--- config.mk ---
export PLATFORM = sky130hd
export DESIGN_NAME = vwd_fifo
export DESIGN_NICKNAME = d
export VERILOG_FILES = /design/src/rtl/vwd_pkg.sv /design/src/rtl/vwd_fifo.sv
export SDC_FILE = /design/constraint.sdc
export NUM_CORES = 1
export LEC_CHECK = 0
export ABC_AREA = 1
export BUFFER_PORTS_ARGS = -buffer_cell sky130_fd_sc_hd__buf_2
export CAP_MARGIN = 20
export CORE_AREA = 2 2 265 267
export DETAILED_ROUTE_END_ITERATION = 12
export DIE_AREA = 0 0 267 269
export REMOVE_ABC_BUFFERS = 1
export SYNTH_ARGS = -nofsm -noshare
export SYNTH_HDL_FRONTEND = slang
export SYNTH_SLANG_ARGS = --single-unit
export TNS_END_PERCENT = 50
--- constraint.sdc ---
create_clock -name clk_i -period 18.85 [get_ports clk_i]
set_input_delay 3.77 -clock clk_i [delete_from_list [all_inputs] [get_ports clk_i]]
set_output_delay 3.77 -clock clk_i [all_outputs]
set_load 0.1 [all_outputs]
--- src/rtl/vwd_pkg.sv ---
// vwd_pkg: shared types, constants and hash helpers for the vertex weld table
// used by every module of the block but vwd_ram; depends on nothing
`timescale 1ns / 1ps
package vwd_pkg;

  localparam int MAX_VERTS  = 4096;
  localparam int HASH_SLOTS = 8192;
  localparam int IDX_W      = $clog2(MAX_VERTS);
  localparam int CNT_W      = $clog2(MAX_VERTS + 1);
  localparam int SLOT_W     = $clog2(HASH_SLOTS);
  localparam int PRB_W      = $clog2(HASH_SLOTS + 1);
  localparam int NWORDS     = 10;
  localparam int WI_W       = $clog2(NWORDS);
  localparam int KEY_W      = 32 * NWORDS;

  localparam logic [31:0] FNV_BASIS = 32'h811C9DC5;
  localparam logic [31:0] FNV_PRIME = 32'h01000193;
  localparam logic [31:0] FIN_MUL   = 32'h7FEB352D;

  typedef enum logic [1:0] {
    REG_KEY_NORMALS = 2'd0,
    REG_HAS_UV      = 2'd1,
    REG_HAS_SKIN    = 2'd2,
    REG_NONE        = 2'd3
  } reg_e;

  typedef struct packed {
    logic [31:0] pos_x;
    logic [31:0] pos_y;
    logic [31:0] pos_z;
    logic [31:0] nrm_x;
    logic [31:0] nrm_y;
    logic [31:0] nrm_z;
    logic [31:0] tex_u;
    logic [31:0] tex_v;
    logic [31:0] skin_joints;
    logic [31:0] skin_weights;
    logic        last_vertex;
  } in_t;

  typedef struct packed {
    logic [11:0] welded_index;
    logic        is_new;
    logic        overflow;
  } out_t;

  typedef struct packed {
    logic key_normals;
    logic has_uv;
    logic has_skin;
  } cfg_t;

  typedef struct packed {
    logic [KEY_W-1:0]  key;
    cfg_t              cfg;
    logic              last;
    logic [SLOT_W-1:0] slot;
  } job_t;

  typedef struct packed {
    logic [CNT_W-1:0] count;
    logic             take;
  } stat_t;

  typedef enum logic [2:0] {
    F_IDLE, F_MIX, F_FIN1, F_FIN2, F_PUSH
  } front_e;

  typedef enum logic [2:0] {
    B_INIT, B_IDLE, B_RD, B_SLOT, B_KEY, B_CLR, B_CLR_WR
  } back_e;

  function automatic logic [KEY_W-1:0] pack_key(in_t d);
    pack_key = {d.skin_weights, d.skin_joints, d.tex_v, d.tex_u,
                d.nrm_z, d.nrm_y, d.nrm_x, d.pos_z, d.pos_y, d.pos_x};
  endfunction

  function automatic logic word_en(cfg_t c, logic [WI_W-1:0] wi);
    logic en;
    case (wi)
      4'd3, 4'd4, 4'd5: en = c.key_normals;
      4'd6, 4'd7:       en = c.has_uv;
      4'd8, 4'd9:       en = c.has_skin;
      default:          en = 1'b1;
    endcase
    word_en = en;
  endfunction

  function automatic logic key_match(cfg_t c, logic [KEY_W-1:0] a, logic [KEY_W-1:0] b);
    logic m;
    m = (a[95:0] == b[95:0]);
    if (c.key_normals && (a[191:96] != b[191:96])) m = 1'b0;
    if (c.has_uv && (a[255:192] != b[255:192])) m = 1'b0;
    if (c.has_skin && (a[319:256] != b[319:256])) m = 1'b0;
    key_match = m;
  endfunction

endpackage

--- src/rtl/vwd_fifo.sv ---
// vwd_fifo: two entry queue of hashed jobs between front and back
// depends on vwd_pkg
`timescale 1ns / 1ps
module vwd_fifo (
  input  logic          clk_i,
  input  logic          rst_ni,
  input  vwd_pkg::job_t wr_i,
  input  logic          wr_valid_i,
  output logic          wr_ready_o,
  output vwd_pkg::job_t rd_o,
  output logic          rd_valid_o,
  input  logic          rd_take_i
);
  import vwd_pkg::*;

  job_t       mem_q [2];
  logic       wp_q, rp_q;
  logic [1:0] cnt_q;
  logic       do_wr, do_rd;

  assign wr_ready_o = (cnt_q != 2'd2);
  assign rd_valid_o = (cnt_q != 2'd0);
  assign rd_o       = mem_q[rp_q];
  assign do_wr      = wr_valid_i && wr_ready_o;
  assign do_rd      = rd_take_i && rd_valid_o;

  always_ff @(posedge clk_i or negedge rst_ni) begin
    if (!rst_ni) begin
      wp_q  <= 1'b0;
      rp_q  <= 1'b0;
      cnt_q <= 2'd0;
    end else begin
      if (do_wr) wp_q <= ~wp_q;
      if (do_rd) rp_q <= ~rp_q;
      cnt_q <= cnt_q + {1'b0, do_wr} - {1'b0, do_rd};
    end
  end

  always_ff @(posedge clk_i) begin
    if (do_wr) begin
      mem_q[wp_q] <= wr_i;
    end
  end

endmodule

==> results.json <==
{
  "worst-setup-path-type": "flip-flop to output port",
  "cts_setup_buffers": 0,
  "mappedNetlistArea_mm2": 0.0249,
  "fp.dieH_um": 269,
  "grt.total_usage": 0.169,
  "die_x_um": 267,
  "worstHoldStart": "wp_q",
  "crit_path_capture_type": "output port",
  "synth_enable_flop_cells": 674,
  "floorplan_die_area_mm2": 0.0718,
  "cts_sinks": 678,
  "areaGrowthSynthToFinish_pct": 26.0,
  "number_of_buffers_created_by_cts": 72,
  "skew_ps": 18.1,
  "num_io_pins": 680,
  "drt_drc_violations_left": 0,
  "clock_insertion_delay_at_the_later_pin_of_the_skew_report_ps": 610,
  "synth_top_area_cell": "edfxtp_1",
  "total_of_buffers_placed_on_input_and_output_ports": 679,
  "tritoncts": "done",
  "grt-ovfl-total": 0,
  "initial_utilization": 0.359,
  "reported_max_cap_violation_count": 0,
  "yosys.cell_types.count": 12,
  "synth.area.top_cells": "edfxtp_1, nand2_1, buf_6",
  "postCtsResizedCells": 0,
  "grt_start_max_net_pins": 172,
  "place_hpwl_um": 43000,
  "finalNonFillerCells": 3496,
  "synth_async_sr_flop_share": 0.00590,
  "drtPass1Iterations": 5,
  "num_vias": 15800,
  "synth_sequential_area_ratio": 0.817,
  "wl_per_cell_um": 18.4,
  "worst-endpoint-arrival_ps": 3840,
  "final_antenna_net_count": 0,
  "syn-mean-instance-area_um2": 13.9,
  "worst_setup_hold_path_clk_slew_ps": 60,
  "cts.hold.buffers_added": 0,
  "place.detailed.instances": 3348,
  "netlist_instances": 1792,
  "slew_headroom": 0.266,
  "final.min_clock_period_ps": 7610,
  "critPathMaxFanout": 86,
  "critical_path_required_ps": 15080,
  "clockRootBuffer": "clkbuf_16",
  "coreArea_mm2": 0.0693,
  "synthFlopType": "edfxtp_1",
  "detailedRoute.firstIterationViolations": 1141,
  "yosys.area.top_type_share": 0.813,
  "outcome": "completed",
  "place_worst_setup_slack_ps": 11230,
  "postSynthRegisterBits": 678,
  "totalWireLength_um": 64500,
  "worst_pin_slew_ps": 1100,
  "synthTopCellsByCount": "nand2_1, edfxtp_1, buf_6",
  "drt-vias-per-instance": 4.53,
  "reg2regPathDepth": 6,
  "rows": 97,
  "final.setup.tns_ps": 0,
  "yosysWarningCount": 0,
  "fin_crit_sh": 0.404,
  "crit-reg2reg-launch": "cnt_q[0]",
  "hp-class": "flip-flop to flip-flop",
  "postLayoutCellArea_mm2": 0.0314,
  "finalHoldViolations": 0,
  "placed_cell_area_mm2": 0.0290,
  "critPathLaunchType": "flip-flop",
  "worstHoldEndpoint": "wp_q",
  "wire_length_of_the_first_global_routing_pass_um": 91300,
  "worst_r2r_endpoint": "mem_q[1][44]",
  "grt_pass1_vias": 15400,
  "holdPathStages": 2,
  "h-tree-depth": 3,
  "gp_congestion": 0.864,
  "worst_slack_ps": 11240,
  "fmax_mhz": 131,
  "ctsLongestPathBuffers": 3,
  "library_cell_with_the_highest_instance_count_after_synthesis": "nand2_1",
  "reg2reg_setup_slack_ps": 15100,
  "setup_violations_final": 0,
  "finish.net_count": 2827,
  "drive_above_1_share": 0.312,
  "timing_max_transition_violations_final": 0,
  "initial_antenna_violation_count": 24,
  "setup_repair_after_global_routing_missed_its_margin": "no"
}
[metal layers]
metal  up-vias  part of all wire  wire (µm)  global-route usage
li1       7478                 -          -                   -
met1      7610              0.37      24000               0.195
met2       594              0.52      33200               0.292
met3       140             0.077       4940              0.0463
met4        14             0.034       2190              0.0837
met5         -            0.0014         92                   0
[worst max-delay path by stage]
stage	startpoint	endpoint	slack (ps)	cells after the start
2_1_floorplan	wr_valid_i	mem_q[1][0]	-70	2
4_1_cts	rp_q	rd_o[38]	10540	6
6_report	rp_q	rd_o[174]	11240	5
3_3_place_gp	rp_q	rd_o[32]	11340	6
5_1_grt	rp_q	rd_o[107]	11000	5
3_5_place_dp	rp_q	rd_o[90]	11230	6
[cells by family (layout without fill, tap and decap cells)]
family	count (synthesis)	count (layout)	synth area share
buffers and inverters	84	831	0.0267
DFF	678	678	0.817
and+or+nand+nor	1028	1028	0.155
adders and majority gates	2	2	0.00101
other	0	17	0
[layout by cell type (no fill, tap or decap)]
cell,n
clkinv_16,1
nand2_1,1024
inv_8,1
clkbuf_16,74
edfxtp_1,674
bufinv_16,5
nor2_4,1
buf_4,11
inv_1,7
diode_2,17
inv_16,1
nand3_1,3
clkinv_8,3
buf_2,679
dfrtp_4,1
buf_12,1
ha_1,2
clkinv_1,20
buf_16,2
clkbuf_1,13
clkinvlp_4,3
dfrtp_1,3
inv_6,1
clkinv_2,9
[sequential cells by signal, summed over array words and instances, names as in the netlist]
name	count
cnt_q	2
mem_q	674
rp_q	1
wp_q	1
[stage by stage]
| step | hold WS (ps) | utilization |
|---|---|---|
| final | 500 | 0.452 |
| after global routing | 524 | 0.452 |
| after CTS | 498 | 0.451 |
| after detailed placement | 483 | 0.418 |
| after global placement | 454 | 0.418 |
| after floorplan | 442 | - |
[cell type report]
cell class	instances	area [µm²]
well taps	940	1180
clock inverters	42	384
diodes	17	42.5
multi-input cells	1030	3890
clock buffers	87	1900
repair buffers	693	3560
fillers	6297	37900
inverters	9	53.8
flip-flops and latches	678	20300
[worst max-delay path, stage by stage, from the launching register on]
cell and delay, ps:
dfrtp_4 820, buf_4 680, buf_4 820, nand2_1 130, nand2_1 190, buf_2 460
Power is not shown: default switching activity piles up to over one toggle a cycle in this logic, so the estimate is an artifact.
