File: config.mk
export PLATFORM = sky130hd
export DESIGN_NAME = vwd_front
export DESIGN_NICKNAME = d
export VERILOG_FILES = /design/src/rtl/vwd_pkg.sv /design/src/rtl/vwd_front.sv
export SDC_FILE = /design/constraint.sdc
export NUM_CORES = 1
export LEC_CHECK = 0
export BUFFER_PORTS_ARGS = -buffer_cell sky130_fd_sc_hd__buf_2
export CORE_ASPECT_RATIO = 0.75
export CORE_MARGIN = 3
export CORE_UTILIZATION = 50
export CTS_CLUSTER_SIZE = 20
export DETAILED_ROUTE_END_ITERATION = 7
export GPL_ROUTABILITY_DRIVEN = 0
export GPL_TIMING_DRIVEN = 0
export PLACE_DENSITY = 0.86
export SKIP_CTS_REPAIR_TIMING = 1
export SYNTH_ARGS = -nofsm -noshare
export SYNTH_HDL_FRONTEND = slang
export SYNTH_SLANG_ARGS = --single-unit
export TNS_END_PERCENT = 100
File: constraint.sdc
create_clock -name clk_i -period 14.2 [get_ports clk_i]
set_input_delay 1.42 -clock clk_i [delete_from_list [all_inputs] [get_ports clk_i]]
set_output_delay 1.42 -clock clk_i [all_outputs]
set_load 0.02 [all_outputs]
File: src/rtl/vwd_pkg.sv
// vwd_pkg: shared types, constants and hash helpers for the vertex weld table
// used by every module of the block but vwd_ram; depends on nothing
`timescale 1ns / 1ps
package vwd_pkg;

  localparam int MAX_VERTS  = 4096;
  localparam int HASH_SLOTS = 8192;
  localparam int IDX_W      = $clog2(MAX_VERTS);
  localparam int CNT_W      = $clog2(MAX_VERTS + 1);
  localparam int SLOT_W     = $clog2(HASH_SLOTS);
  localparam int PRB_W      = $clog2(HASH_SLOTS + 1);
  localparam int NWORDS     = 10;
  localparam int WI_W       = $clog2(NWORDS);
  localparam int KEY_W      = 32 * NWORDS;

  localparam logic [31:0] FNV_BASIS = 32'h811C9DC5;
  localparam logic [31:0] FNV_PRIME = 32'h01000193;
  localparam logic [31:0] FIN_MUL   = 32'h7FEB352D;

  typedef enum logic [1:0] {
    REG_KEY_NORMALS = 2'd0,
    REG_HAS_UV      = 2'd1,
    REG_HAS_SKIN    = 2'd2,
    REG_NONE        = 2'd3
  } reg_e;

  typedef struct packed {
    logic [31:0] pos_x;
    logic [31:0] pos_y;
    logic [31:0] pos_z;
    logic [31:0] nrm_x;
    logic [31:0] nrm_y;
    logic [31:0] nrm_z;
    logic [31:0] tex_u;
    logic [31:0] tex_v;
    logic [31:0] skin_joints;
    logic [31:0] skin_weights;
    logic        last_vertex;
  } in_t;

  typedef struct packed {
    logic [11:0] welded_index;
    logic        is_new;
    logic        overflow;
  } out_t;

  typedef struct packed {
    logic key_normals;
    logic has_uv;
    logic has_skin;
  } cfg_t;

  typedef struct packed {
    logic [KEY_W-1:0]  key;
    cfg_t              cfg;
    logic              last;
    logic [SLOT_W-1:0] slot;
  } job_t;

  typedef struct packed {
    logic [CNT_W-1:0] count;
    logic             take;
  } stat_t;

  typedef enum logic [2:0] {
    F_IDLE, F_MIX, F_FIN1, F_FIN2, F_PUSH
  } front_e;

  typedef enum logic [2:0] {
    B_INIT, B_IDLE, B_RD, B_SLOT, B_KEY, B_CLR, B_CLR_WR
  } back_e;

  function automatic logic [KEY_W-1:0] pack_key(in_t d);
    pack_key = {d.skin_weights, d.skin_joints, d.tex_v, d.tex_u,
                d.nrm_z, d.nrm_y, d.nrm_x, d.pos_z, d.pos_y, d.pos_x};
  endfunction

  function automatic logic word_en(cfg_t c, logic [WI_W-1:0] wi);
    logic en;
    case (wi)
      4'd3, 4'd4, 4'd5: en = c.key_normals;
      4'd6, 4'd7:       en = c.has_uv;
      4'd8, 4'd9:       en = c.has_skin;
      default:          en = 1'b1;
    endcase
    word_en = en;
  endfunction

  function automatic logic key_match(cfg_t c, logic [KEY_W-1:0] a, logic [KEY_W-1:0] b);
    logic m;
    m = (a[95:0] == b[95:0]);
    if (c.key_normals && (a[191:96] != b[191:96])) m = 1'b0;
    if (c.has_uv && (a[255:192] != b[255:192])) m = 1'b0;
    if (c.has_skin && (a[319:256] != b[319:256])) m = 1'b0;
    key_match = m;
  endfunction

endpackage

File: src/rtl/vwd_front.sv
// vwd_front: accepts corners, builds the weld key and its fnv-1a slot hash
// depends on vwd_pkg
`timescale 1ns / 1ps
module vwd_front (
  input  logic          clk_i,
  input  logic          rst_ni,
  input  vwd_pkg::in_t  data_i,
  input  logic          push,
  output logic          full,
  input  vwd_pkg::cfg_t cfg_i,
  output vwd_pkg::job_t job_o,
  output logic          job_valid_o,
  input  logic          job_ready_i
);
  import vwd_pkg::*;

  front_e           state_q, state_d;
  logic [KEY_W-1:0] key_q, key_d;
  cfg_t             cfg_q, cfg_d;
  logic             last_q, last_d;
  logic [31:0]      h_q, h_d;
  logic [WI_W-1:0]  wi_q, wi_d;
  logic [31:0]      word;
  logic [31:0]      h_fin;

  assign word  = key_q[wi_q*32 +: 32];
  assign h_fin = h_q ^ (h_q >> 15);

  always_ff @(posedge clk_i or negedge rst_ni) begin
    if (!rst_ni) begin
      state_q <= F_IDLE;
    end else begin
      state_q <= state_d;
    end
  end

  always_ff @(posedge clk_i) begin
    key_q  <= key_d;
    cfg_q  <= cfg_d;
    last_q <= last_d;
    h_q    <= h_d;
    wi_q   <= wi_d;
  end

  always_comb begin
    state_d     = state_q;
    key_d       = key_q;
    cfg_d       = cfg_q;
    last_d      = last_q;
    h_d         = h_q;
    wi_d        = wi_q;
    full        = 1'b1;
    job_valid_o = 1'b0;
    job_o.key   = key_q;
    job_o.cfg   = cfg_q;
    job_o.last  = last_q;
    job_o.slot  = h_fin[SLOT_W-1:0];
    unique case (state_q)
      F_IDLE: begin
        full = 1'b0;
        if (push) begin
          key_d   = pack_key(data_i);
          cfg_d   = cfg_i;
          last_d  = data_i.last_vertex;
          h_d     = FNV_BASIS;
          wi_d    = '0;
          state_d = F_MIX;
        end
      end
      F_MIX: begin
        if (word_en(cfg_q, wi_q)) begin
          h_d = 32'((h_q ^ word) * FNV_PRIME);
        end
        if (wi_q == WI_W'(NWORDS - 1)) begin
          state_d = F_FIN1;
        end else begin
          wi_d = wi_q + 1'b1;
        end
      end
      F_FIN1: begin
        h_d     = h_q ^ (h_q >> 16);
        state_d = F_FIN2;
      end
      F_FIN2: begin
        h_d     = 32'(h_q * FIN_MUL);
        state_d = F_PUSH;
      end
      F_PUSH: begin
        job_valid_o = 1'b1;
        if (job_ready_i) begin
          state_d = F_IDLE;
        end
      end
      default: state_d = F_IDLE;
    endcase
  end

endmodule

==> run summary <==
status: finished, final reports clean
WL met3: 14500 um
CTS tree: yes
Startpoint Class: flop
Setup violations, final: 0
DRC errors left: 0
Congestion Overflow GR: 0
TritonCTS buffer count: 37
most frequent CP cell: ha_1
vias in the first global route: 22376
Clock Skew: 0.0353 ns
layout cells sized above 1: 0.273
Critical Path AT: 10.39 ns
Die X: 285 um
Initial Util: 0.507
period utilization: 0.708
P&R area growth vs syn: 19.8%
slew margin rel.: 0.0378
mean routed wirelength per cell: 28.4 um
register area share after synthesis: 0.372
Vias: 21665
Worst EP required: 14.54 ns
Mapped Nets: 3242
dpl ws: 4.41 ns
hold crit path type: input pin to asynchronous set/reset pin
minimum clock period: 10.05 ns
FMAX: 99.5 MHz
Yosys cell types: 66
Via density: 5.68
fill cell count: 4476
Setup TNS: 0 ns
Warnings, synthesis: 0
nets@finish: 3958
synthesized cell area: 29200 sq um
top-count cell post-synth: inv_1
Synth Flop Type: edfxtp_1
Synth top cells by count: 515 x inv_1, 360 x edfxtp_1, 358 x ha_1
drt first pass iters: 7
Total Wirelength: 108000 um
unrepaired setup endpoints after global routing: false
H-tree Lvls: 2
Hold Vio Cnt, Final: 0
first-pass GRT wire length: 153000 um
fin worst setup slack: 4.15 ns
crit end category: flop
fin. max-slew vios: 0
core area: 57600 sq um
post-synthesis register bit count: 363
CP Launch Point: wi_q[1]
IO buf count: 666
Syn Area/Cell: 12.8 sq um
largest net degree at the start of global routing: 38
# clock sinks: 363
max_cap viols: 0
Area contributors post-synth: edfxtp_1 37%, fa_1 19%, ha_1 15%
Critical Path Fanout Max: 10
Synth async-reset ratio: 0.00826
placed inst area: 33800 sq um
DRT antenna net count: 0
Post-synth EDFFs: 360
initial antenna violation count: 13
row count: 76
Detailed Place HPWL: 91700 um
die area: 61400 sq um
area share of the largest cell type after synthesis: 0.370
FF-to-FF Start: wi_q[1]
die height: 215 um
CTS Root Cell: clkbuf_16
Worst-Margin Slew: 1.44 ns
GRT Util Overall: 0.350
Clock Pin Slew Worst Setup and Hold Paths: 0.07 ns
routed length on met1: 37700 um
clock buffer depth: 3
Final Cell Area: 35000 sq um
met2 WL post-DR: 48200 um
area leader, netlist: edfxtp_1
Mapped Cells: 2278
Highest Signal Layer: met5
Worst path max stage delay: 0.74 ns
Worst Setup Path Type: flop to flop
DRT iter0 DRCs: 2315
Slowest-stage cell, CP: xor2_1
Worst-Skew Late Latency: 0.58 ns
IO Count: 667
## path summary, 6_finish.rpt
check,to,slack (ns),depth (start not counted)
worst min-delay path,state_q[1],0.64,1
worst max register to register,h_q[31],4.15,29
max in group asynchronous,state_q[0],13.43,1
worst min register to register,state_q[1],0.76,3
worst max-delay path,h_q[31],4.15,29
min in group clk_i,state_q[1],0.76,3
## registers in the layout, summed over array words and instances (netlist names)
signal	count
key_q	320
h_q	32
wi_q	4
job_o	3
state_q	3
last_q	1
## cell usage in the layout, fill, tap and decap left out, types with 10 or more instances in the layout
cell / instances
o22ai_1: 39
mux2i_1: 62
and2_1: 17
clkinv_1: 10
edfxtp_1: 360
buf_2: 678
a21o_1: 30
o21ai_0: 42
mux4_2: 58
a21oi_1: 55
o21a_1: 11
xnor2_1: 107
nand2b_1: 14
ha_1: 358
fa_1: 278
clkbuf_16: 37
nor2_1: 35
xor2_1: 77
diode_2: 12
inv_1: 515
clkbuf_1: 24
nand2_1: 45
## per-stage QoR
| step | utilization | std cells | hold WS (ns) |
|---|---|---|---|
| detailed placement | 0.587 | 3735 | 0.771 |
| global placement | 0.582 | 3724 | 0.733 |
| floorplan | - | 2278 | 0.698 |
| global route | 0.608 | 3815 | 0.636 |
| finish | 0.608 | 3815 | 0.640 |
| CTS | 0.607 | 3803 | 0.640 |
## cell families after synthesis
logic type,share of synthesized area
flip-flops,0.372
buffers and inverters,0.0737
AO/OA/AOI/OAI,0.0546
adder cells (fa/ha/maj),0.344
AND/OR/NAND/NOR,0.0274
XOR/XNOR,0.0574
multiplexers,0.0707
## worst max-delay path: cells and delay by family (launching register included)
| family | cells | cell delay (ns) |
|---|---|---|
| flops | 1 | 0.38 |
| fa+ha+maj | 8 | 2.91 |
| mux | 2 | 0.72 |
| xor+xnor | 2 | 1.10 |
| compound gates | 9 | 2.34 |
| buf+inv | 7 | 2.21 |
| simple gates | 1 | 0.11 |
## layer usage
layer	global-route usage	vias up
li1	-	9184
met1	0.430	10702
met2	0.539	1518
met3	0.123	259
met4	0.202	2
met5	0	-
## layout make-up
type	instances	area, sq um	share of cell area
multi-input cells	1355	16200	0.463
flip-flops and latches	363	10900	0.311
repair buffers	677	3580	0.102
inverters	515	1930	0.0552
well taps	780	976	0.0279
clock buffers	42	945	0.0270
clock inverters	26	238	0.00679
plain buffers	45	221	0.00632
diodes	12	30.0	0.000858
Power is left out: the tool's default activity adds up to more than one toggle a clock period on the data nets, which glitch-free logic cannot reach.
